===== src/rtl/fpws_pkg.sv =====
// Shared constants, control types and microprogram for the flash page write splitter.
package fpws_pkg;

  localparam int PAGE_BYTES = 256;
  localparam int MAX_BYTES  = 4096;

  localparam int ADDR_W    = 24;
  localparam int CNT_W     = 13;
  localparam int LEN_W     = 9;
  localparam int PAGE_LOG2 = $clog2(PAGE_BYTES);

  localparam int STEP_W = 1;
  typedef logic [STEP_W-1:0] step_t;

  localparam step_t STEP_IDLE = step_t'(0);
  localparam step_t STEP_EMIT = step_t'(1);

  // what a step waits for before its action fires and the step counter moves
  typedef enum logic {
    WAIT_IN,
    WAIT_OUT
  } wait_t;

  // branch condition tested once the step fires
  typedef enum logic {
    COND_ALWAYS,
    COND_LAST
  } cond_t;

  typedef struct packed {
    wait_t wait_on;
    logic  load;
    logic  emit;
    cond_t cond;
    step_t jmp;
    step_t nxt;
  } uword_t;

  // sequencer to datapath
  typedef struct packed {
    logic take_in;
    logic do_emit;
    logic in_ready;
  } seq_ctrl_t;

  // datapath to sequencer
  typedef struct packed {
    logic out_free;
    logic last;
  } dp_stat_t;

  function automatic uword_t ucode(input step_t step);
    uword_t w;
    w = '{wait_on: WAIT_IN, load: 1'b0, emit: 1'b0, cond: COND_ALWAYS,
          jmp: STEP_IDLE, nxt: STEP_IDLE};
    case (step)
      STEP_IDLE: begin
        w = '{wait_on: WAIT_IN, load: 1'b1, emit: 1'b0, cond: COND_ALWAYS,
              jmp: STEP_EMIT, nxt: STEP_EMIT};
      end
      STEP_EMIT: begin
        w = '{wait_on: WAIT_OUT, load: 1'b0, emit: 1'b1, cond: COND_LAST,
              jmp: STEP_IDLE, nxt: STEP_EMIT};
      end
      default: begin
        w = '{wait_on: WAIT_IN, load: 1'b0, emit: 1'b0, cond: COND_ALWAYS,
              jmp: STEP_IDLE, nxt: STEP_IDLE};
      end
    endcase
    return w;
  endfunction

endpackage


===== src/rtl/fpws_seq.sv =====
// Microcode sequencer: step counter, control store and conditional jumps.
module fpws_seq (
  input  logic                 clk,
  input  logic                 rst,
  input  logic                 in_valid,
  input  fpws_pkg::dp_stat_t   stat,
  output fpws_pkg::seq_ctrl_t  ctrl
);

  fpws_pkg::step_t  step;
  fpws_pkg::step_t  step_next;
  fpws_pkg::uword_t uw;
  logic             go;
  logic             taken;

  always_ff @(posedge clk) begin
    if (rst) begin
      step <= fpws_pkg::STEP_IDLE;
    end else begin
      step <= step_next;
    end
  end

  always_comb begin
    uw = fpws_pkg::ucode(step);
    case (uw.wait_on)
      fpws_pkg::WAIT_IN:  go = in_valid;
      fpws_pkg::WAIT_OUT: go = stat.out_free;
      default:            go = 1'b0;
    endcase
    case (uw.cond)
      fpws_pkg::COND_ALWAYS: taken = 1'b1;
      fpws_pkg::COND_LAST:   taken = stat.last;
      default:               taken = 1'b0;
    endcase
    step_next = step;
    if (go) begin
      step_next = taken ? uw.jmp : uw.nxt;
    end
    ctrl.take_in  = go & uw.load;
    ctrl.do_emit  = go & uw.emit;
    ctrl.in_ready = uw.load;
  end

endmodule


===== src/rtl/fpws_dp.sv =====
// Datapath: request registers, chunk length arithmetic and output register.
module fpws_dp (
  input  logic                                clk,
  input  logic                                rst,
  input  fpws_pkg::seq_ctrl_t                 ctrl,
  input  logic [fpws_pkg::ADDR_W-1:0]         start_address,
  input  logic [fpws_pkg::CNT_W-1:0]          byte_count,
  input  logic                                out_stall,
  output fpws_pkg::dp_stat_t                  stat,
  output logic                                out_valid,
  output logic [fpws_pkg::ADDR_W-1:0]         chunk_address,
  output logic [fpws_pkg::LEN_W-1:0]          chunk_length,
  output logic [fpws_pkg::CNT_W-1:0]          buffer_offset,
  output logic                                last_chunk
);

  localparam logic [fpws_pkg::LEN_W-1:0] PAGE_LEN = fpws_pkg::LEN_W'(fpws_pkg::PAGE_BYTES);
  localparam logic [fpws_pkg::CNT_W-1:0] MAX_CNT  = fpws_pkg::CNT_W'(fpws_pkg::MAX_BYTES);

  logic [fpws_pkg::ADDR_W-1:0] addr;
  logic [fpws_pkg::CNT_W-1:0]  rem;
  logic [fpws_pkg::CNT_W-1:0]  off;
  logic [fpws_pkg::LEN_W-1:0]  page_rem;
  logic [fpws_pkg::LEN_W-1:0]  len;
  logic [fpws_pkg::CNT_W-1:0]  rem_after;
  logic [fpws_pkg::CNT_W-1:0]  count_sat;

  always_comb begin
    page_rem  = PAGE_LEN - fpws_pkg::LEN_W'(addr[fpws_pkg::PAGE_LOG2-1:0]);
    if (rem < fpws_pkg::CNT_W'(page_rem)) begin
      len = rem[fpws_pkg::LEN_W-1:0];
    end else begin
      len = page_rem;
    end
    rem_after = rem - fpws_pkg::CNT_W'(len);
    count_sat = (byte_count > MAX_CNT) ? MAX_CNT : byte_count;
    stat.out_free = ~out_valid | ~out_stall;
    stat.last     = (rem_after == '0);
  end

  always_ff @(posedge clk) begin
    if (ctrl.take_in) begin
      addr <= start_address;
      rem  <= count_sat;
      off  <= '0;
    end else if (ctrl.do_emit) begin
      addr <= addr + fpws_pkg::ADDR_W'(len);
      rem  <= rem_after;
      off  <= off + fpws_pkg::CNT_W'(len);
    end
  end

  always_ff @(posedge clk) begin
    if (rst) begin
      out_valid <= 1'b0;
    end else if (ctrl.do_emit) begin
      out_valid <= 1'b1;
    end else if (!out_stall) begin
      out_valid <= 1'b0;
    end
  end

  always_ff @(posedge clk) begin
    if (ctrl.do_emit) begin
      chunk_address <= addr;
      chunk_length  <= len;
      buffer_offset <= off;
      last_chunk    <= stat.last;
    end
  end

`ifndef SYNTH
  a_no_load_and_emit: assert property (@(posedge clk) disable iff (rst)
    !(ctrl.take_in && ctrl.do_emit))
    else $error("request load and chunk emit in the same cycle");

  a_inner_chunk_ends_on_page: assert property (@(posedge clk) disable iff (rst)
    out_valid && !last_chunk |->
      (fpws_pkg::LEN_W'(chunk_address[fpws_pkg::PAGE_LOG2-1:0]) + chunk_length) == PAGE_LEN)
    else $error("non-final chunk does not end on a page boundary");

  a_empty_chunk_only_alone: assert property (@(posedge clk) disable iff (rst)
    out_valid && chunk_length == '0 |-> last_chunk && buffer_offset == '0)
    else $error("zero-length chunk inside a non-empty request");
`endif

endmodule


===== src/rtl/flash_page_write_splitter.sv =====
// Top level of the flash page write splitter.
// Takes one write transaction (24-bit flash start address, byte count) and
// emits page-program chunks that never cross a 256-byte page boundary: an
// unaligned start first fills the rest of its page, whole pages follow, then
// a final partial chunk. Each chunk carries its flash address (wrapping at
// 2^24), its length, its offset into the source buffer and a last flag. A
// count above 4096 is treated as 4096; a zero count gives one zero-length
// chunk flagged last. A request yields N = 1..17 chunks: the idle step
// takes the transaction, then the emit step of the microcode sequencer
// produces one chunk per cycle through the length and address adders,
// holding whenever the output register is full and stalled. The
// next request is taken only after the last chunk has entered the output
// register; that register lets the block stay one chunk ahead of a stalled
// consumer.
module flash_page_write_splitter (
  input  logic                         clk,
  input  logic                         rst,
  input  logic                         in_valid,
  output logic                         in_stall,
  input  logic [fpws_pkg::ADDR_W-1:0]  start_address,
  input  logic [fpws_pkg::CNT_W-1:0]   byte_count,
  output logic                         out_valid,
  input  logic                         out_stall,
  output logic [fpws_pkg::ADDR_W-1:0]  chunk_address,
  output logic [fpws_pkg::LEN_W-1:0]   chunk_length,
  output logic [fpws_pkg::CNT_W-1:0]   buffer_offset,
  output logic                         last_chunk
);

  fpws_pkg::seq_ctrl_t ctrl;
  fpws_pkg::dp_stat_t  stat;

  // step counter and control store; decides when to load and when to emit
  fpws_seq u_seq (
    .clk      (clk),
    .rst      (rst),
    .in_valid (in_valid),
    .stat     (stat),
    .ctrl     (ctrl)
  );

  // stall the input side in every step but idle
  assign in_stall = ~ctrl.in_ready;

  // address, remaining count and offset registers plus the output register
  fpws_dp u_dp (
    .clk           (clk),
    .rst           (rst),
    .ctrl          (ctrl),
    .start_address (start_address),
    .byte_count    (byte_count),
    .out_stall     (out_stall),
    .stat          (stat),
    .out_valid     (out_valid),
    .chunk_address (chunk_address),
    .chunk_length  (chunk_length),
    .buffer_offset (buffer_offset),
    .last_chunk    (last_chunk)
  );

endmodule


===== config.mk =====
export PLATFORM = sky130hd
export DESIGN_NAME = flash_page_write_splitter
export DESIGN_NICKNAME = d
export VERILOG_FILES = /design/src/rtl/fpws_pkg.sv /design/src/rtl/fpws_seq.sv /design/src/rtl/fpws_dp.sv /design/src/rtl/flash_page_write_splitter.sv
export SDC_FILE = /design/constraint.sdc
export NUM_CORES = 1
export LEC_CHECK = 0
export BUFFER_PORTS_ARGS = -buffer_cell sky130_fd_sc_hd__buf_4
export CAP_MARGIN = 20
export CORE_MARGIN = 5
export CORE_UTILIZATION = 49
export CTS_CLUSTER_SIZE = 14
export DETAILED_ROUTE_END_ITERATION = 8
export GPL_ROUTABILITY_DRIVEN = 1
export PLACE_DENSITY = 0.71
export SYNTH_ARGS = -nofsm -noshare
export SYNTH_HDL_FRONTEND = slang
export SYNTH_SLANG_ARGS = --single-unit

===== constraint.sdc =====
create_clock -name clk -period 6.2 [get_ports clk]
set_input_delay 0.62 -clock clk [delete_from_list [all_inputs] [get_ports clk]]
set_output_delay 0.62 -clock clk [all_outputs]
set_load 0.01 [all_outputs]

==> Yosys cells after proc, flatten, opt, wreduce, memory -nomap -nowiden <==
Cells that the tools add are included.
{ "op_classes": {"n_eq_ne": 1, "addsub": 4, "muxes": 12, "bitwise": 9, "order_cmp": 2, "reduce_logical": 2} }
{ "op_table": {"columns": ["cell", "n"], "rows": [
  ["$mux W24", 2],
  ["$mux W13", 3],
  ["$add A24 B9 Y24", 1],
  ["$add A13 B9 Y13", 1],
  ["$gt A13 B13 Y1 const B", 1],
  ["$logic_not A13 Y1", 1],
  ["$lt A13 B9 Y1", 1],
  ["$sub A13 B9 Y13", 1],
  ["$pmux W6 S2", 1],
  ["$mux W9", 1],
  ["$sub A9 B8 Y9 const A", 1],
  ["$not A1 Y1", 6],
  ["$pmux W1 S2", 2],
  ["$mux W1", 3],
  ["$and A1 B1 Y1", 2],
  ["$ne A2 B1 Y1 const B", 1],
  ["$reduce_bool A2 Y1", 1],
  ["$or A1 B1 Y1", 1]
]} }
{ "word_totals": {"regBits": 99, "input_bits": 41, "word_cells": 39} }

==> Logic depth before layout (Yosys ltp) <==
{ "logic_depth": {"word_depth": 7, "mapped_depth": 24} }

==> Cells and area by module <==
From an unflattened synthesis, not the netlist that was laid out.
{ "unflattened": {"hier_cells": 529, "area_unflattened_um2": 5713.0} }
{ "by_module_without_submodules": {"columns": ["mod", "cells_per_inst", "area_per_inst_um2", "n_inst", "seq_area_each_um2"], "rows": [
  ["fpws_dp", 522, 5651.7, 1, 2802.7],
  ["fpws_seq", 6, 57.6, 1, 20.0],
  ["flash_page_write_splitter", 1, 3.8, 1, 0.0]
]} }

==> Worst setup path before layout <==
OpenSTA, ideal clock, no wires.
{ "synth_path": {"path_kind": "reg-to-reg", "startpoint": "register u_dp.addr[1] (netlist name)", "endpoint": "register u_dp.last_chunk, data pin", "arrival_ns": 4.524, "path_stages_with_launch": 25, "n_path_buf": 2, "synth_period_minus_slack_ns": 4.779, "required_time_ns": 5.945, "slack_ns": 1.421, "cell_sequence": "edfxtp_1 -> inv_1 -> ha_1 -> inv_1 -> ha_1 -> a21o_1 -> a21o_1 -> a211oi_2 -> o21bai_1 -> a211oi_1 -> o21a_1 -> buf_6 -> buf_12 -> mux2i_1 -> ha_1 -> inv_1 -> fa_1 -> a211oi_1 -> o21ai_0 -> a31oi_1 -> o21bai_1 -> nor2_1 -> xor2_1 -> nor2_1 -> and3_1"} }
{ "synth_rtl": {"columns": ["element", "line_no", "source"], "rows": [
  ["start, declared", "fpws_dp.sv:20", "logic [fpws_pkg::ADDR_W-1:0] addr;"],
  ["start signal, assigned", "fpws_dp.sv:43", "addr <= start_address;"],
  ["start signal, assigned", "fpws_dp.sv:47", "addr <= addr + fpws_pkg::ADDR_W'(len);"],
  ["end signal, assigned", "fpws_dp.sv:68", "last_chunk <= stat.last;"],
  ["end, declared", "fpws_dp.sv:14", "output logic last_chunk"]
]} }

==> results.json <==
{
  "cts_max_level": 3,
  "crit_family": "compound AO/OA/AOI/OAI gates",
  "synth_xor_area_share_pct": 7.21,
  "syn_inst": 473,
  "ys.flop_type": "edfxtp_1",
  "synth.yosys.seq_area_share_pct": 52.8,
  "cp.arrival_ps": 5510,
  "n_antenna_cell": 0,
  "hp-class": "in -> reg",
  "syn_avg_cell_area_um2": 11.3,
  "area_growth_pct": 19.4,
  "die_area_um2": 13100,
  "final_cell_mix": "buf_4, edfxtp_1, nand2_1, o21ai_0, ha_1",
  "wl_per_cell_um": 16.6,
  "yosys_warnings": 0,
  "dp_cells": 694,
  "dp_hpwl_mm": 8.53,
  "synthesis.nets": 553,
  "vias": 3818,
  "cts_tree": "yes",
  "clk_pin_slew_ps": 90,
  "antenna_found_initial": 0,
  "drt_iter0_markers": 202,
  "fin_total_pwr_mw": 3.51,
  "final_core_util_pct": 59.4,
  "finalSetupViolations": 0,
  "firstDrtPassIters": 6,
  "critPathMaxFanout": 7,
  "rows": 38,
  "r2r-start": "u_dp.addr[0]$_DFFE_PP_",
  "synth_edf_count": 84,
  "startpoint": "u_dp.addr[0]$_DFFE_PP_",
  "chipWidth_um": 114,
  "synth_mux_area_share_pct": 4.19,
  "ant_nets": 0,
  "initial_utilization_pct": 49.7,
  "cts_setup_buffers": 0,
  "fill_cells": 927,
  "clockBufferDepth": 2,
  "synthArstFlopShare_pct": 0,
  "grt_max_degree": 45,
  "viasPerCell": 5.38,
  "cp-start-kind": "flop",
  "power_leakage_nw": 2.58,
  "overflow": 0,
  "ys_ff_latch": 99,
  "hold_buffers": 0,
  "post-route-min-period_ps": 5370,
  "final_nets": 645,
  "report.final.slew_viol_count": 0,
  "clock_latency_ps": 370,
  "crit_path_end_kind": "flop",
  "syn_area_um2": 5340,
  "clock.fmax_ghz": 0.186,
  "grt_pass1_wl_mm": 19.2,
  "max_slew_margin_pct": 40.5,
  "core_area_um2": 10700,
  "cts_sinks": 99,
  "finish.instance_area_um2": 6380,
  "first_global_vias": 3889,
  "crit_chain": "inv_1 > ha_1 > xnor2_1 > inv_1 > ha_1 > a21o_1 > a211oi_2 > o21bai_1 > a211oi_1 > o21a_1 > mux2i_1 > ha_1 > inv_1 > fa_1 > a211oi_1 > o21ai_0 > a31oi_1 > o21bai_1 > nor2_1 > xor2_1 > nor2_1 > and3_1",
  "io_buffers": 89,
  "powerDensity_nw_per_um2": 550,
  "gr-usage-all-layers_pct": 18.8,
  "layout_commonest_cell": "buf_4",
  "gp_congestion": 0.863,
  "routed_wirelength_mm": 11.8,
  "yosys.area_share.adder_pct": 9.56,
  "tightest_slew_ps": 892,
  "synth_top_family_by_area": "simple AND/OR/NAND/NOR gates",
  "irDropWorstVdd_mv": 0.211,
  "cts_root_buf": "clkbuf_8",
  "crit_type": "reg -> reg",
  "synth_compound_area_share_pct": 11.5,
  "finalHoldViolCount": 0,
  "status": "finished, final reports clean",
  "synth_cell_types": 43,
  "yosys.area_share.simple_pct": 12.1,
  "drive_gt1_share_pct": 21.6,
  "drv_cap": 0,
  "regArea_um2": 2820,
  "cp.required_ps": 6330,
  "cp.buffers_inverters": 3,
  "grt_setup_unrepaired": "no",
  "critPathMaxStageDelay_ps": 480,
  "skew_ps": 14.4,
  "post-route-period-util_pct": 86.7,
  "place_area_um2": 6150,
  "final_cells": 710,
  "slowest_stage": "edfxtp_1",
  "multi_input_area_um2": 2390,
  "min-delay-start": "rst",
  "cts_buffers": 9,
  "route.detailed.drc": 0,
  "ctsResizeCount": 0,
  "ios": 90,
  "fin_tns_setup_ps": 0,
  "dieHeight_um": 114
}
-- kinds of logic after synthesis --
logic type	Yosys count
AO/OA/AOI/OAI	99
XOR/XNOR	44
adder cells (fa/ha/maj)	39
buffers and inverters	30
flip-flops	99
multiplexers	21
AND/OR/NAND/NOR	141
-- report_power, final --
| group | leakage, nW | switching [mW] | internal (mW) |
|---|---|---|---|
| clock | 0.116 | 0.231 | 0.242 |
| combinational | 1.52 | 1.03 | 0.859 |
| sequential | 0.942 | 0.156 | 0.997 |
-- stage by stage --
stage / worst slack, ps / hold WS (ps)
after floorplan: 1420 / 429
after global placement: 1140 / 440
after detailed placement: 825 / 446
after CTS: 783 / 387
after global routing: 285 / 385
final: 826 / 401
-- area by class of cell --
cell class	instances	share of cell area, %
inverter	17	1.00
timing repair buffer	94	11.1
tap	140	2.75
sequential	99	44.2
clock inverter	5	1.33
clock buffer	11	2.22
multi-input combinational	344	37.4
-- synthesized netlist by cell type, types with 2 or more instances --
master,instances,share of area [%]
inv_1,16,1.1
a21o_1,6,0.84
and3_1,7,0.82
nor3_1,9,0.84
a21oi_1,19,1.8
nor2_1,29,2.0
a211oi_1,6,0.84
nand3_1,19,1.8
or3_1,4,0.47
a22o_1,7,1.1
o21bai_1,5,0.70
o21ai_0,38,3.6
xor2_1,22,3.6
fa_1,3,1.1
mux2i_1,13,2.4
a21boi_0,3,0.42
nand2b_1,4,0.47
mux2_2,7,1.5
xnor2_1,22,3.6
ha_1,36,8.4
nand2_1,54,3.8
nor4_1,4,0.47
dfxtp_1,15,5.6
edfxtp_1,84,47
a31oi_1,2,0.23
o21a_1,6,0.84
clkbuf_1,11,0.77
nor2b_1,7,0.82
-- final timing paths --
kind / end / slack (ps) / depth (start not counted)
hold / removal: u_dp.out_valid$_SDFFE_PP0P_ / 400 / 2
setup / recovery: u_dp.last_chunk$_DFFE_PP_ / 830 / 22
setup reg to reg: u_dp.last_chunk$_DFFE_PP_ / 830 / 22
hold reg to reg: u_dp.buffer_offset[4]$_DFFE_PP_ / 470 / 0
-- metal layers --
layer  wire length, µm  track usage, %
met5                 0               0
met4               168            5.46
met3               810            4.92
met2              5640            30.3
met1              5160            25.2
-- state kept, by name, summed over array words and instances (netlist names) --
signal	cells
u_dp.chunk_length	9
u_dp.addr	24
u_dp.off	13
u_dp.chunk_address	24
u_dp.rem	13
u_dp.buffer_offset	13
u_dp.last_chunk	1
u_seq.step	1
u_dp.out_valid	1
(Power assumes the default switching activity.)
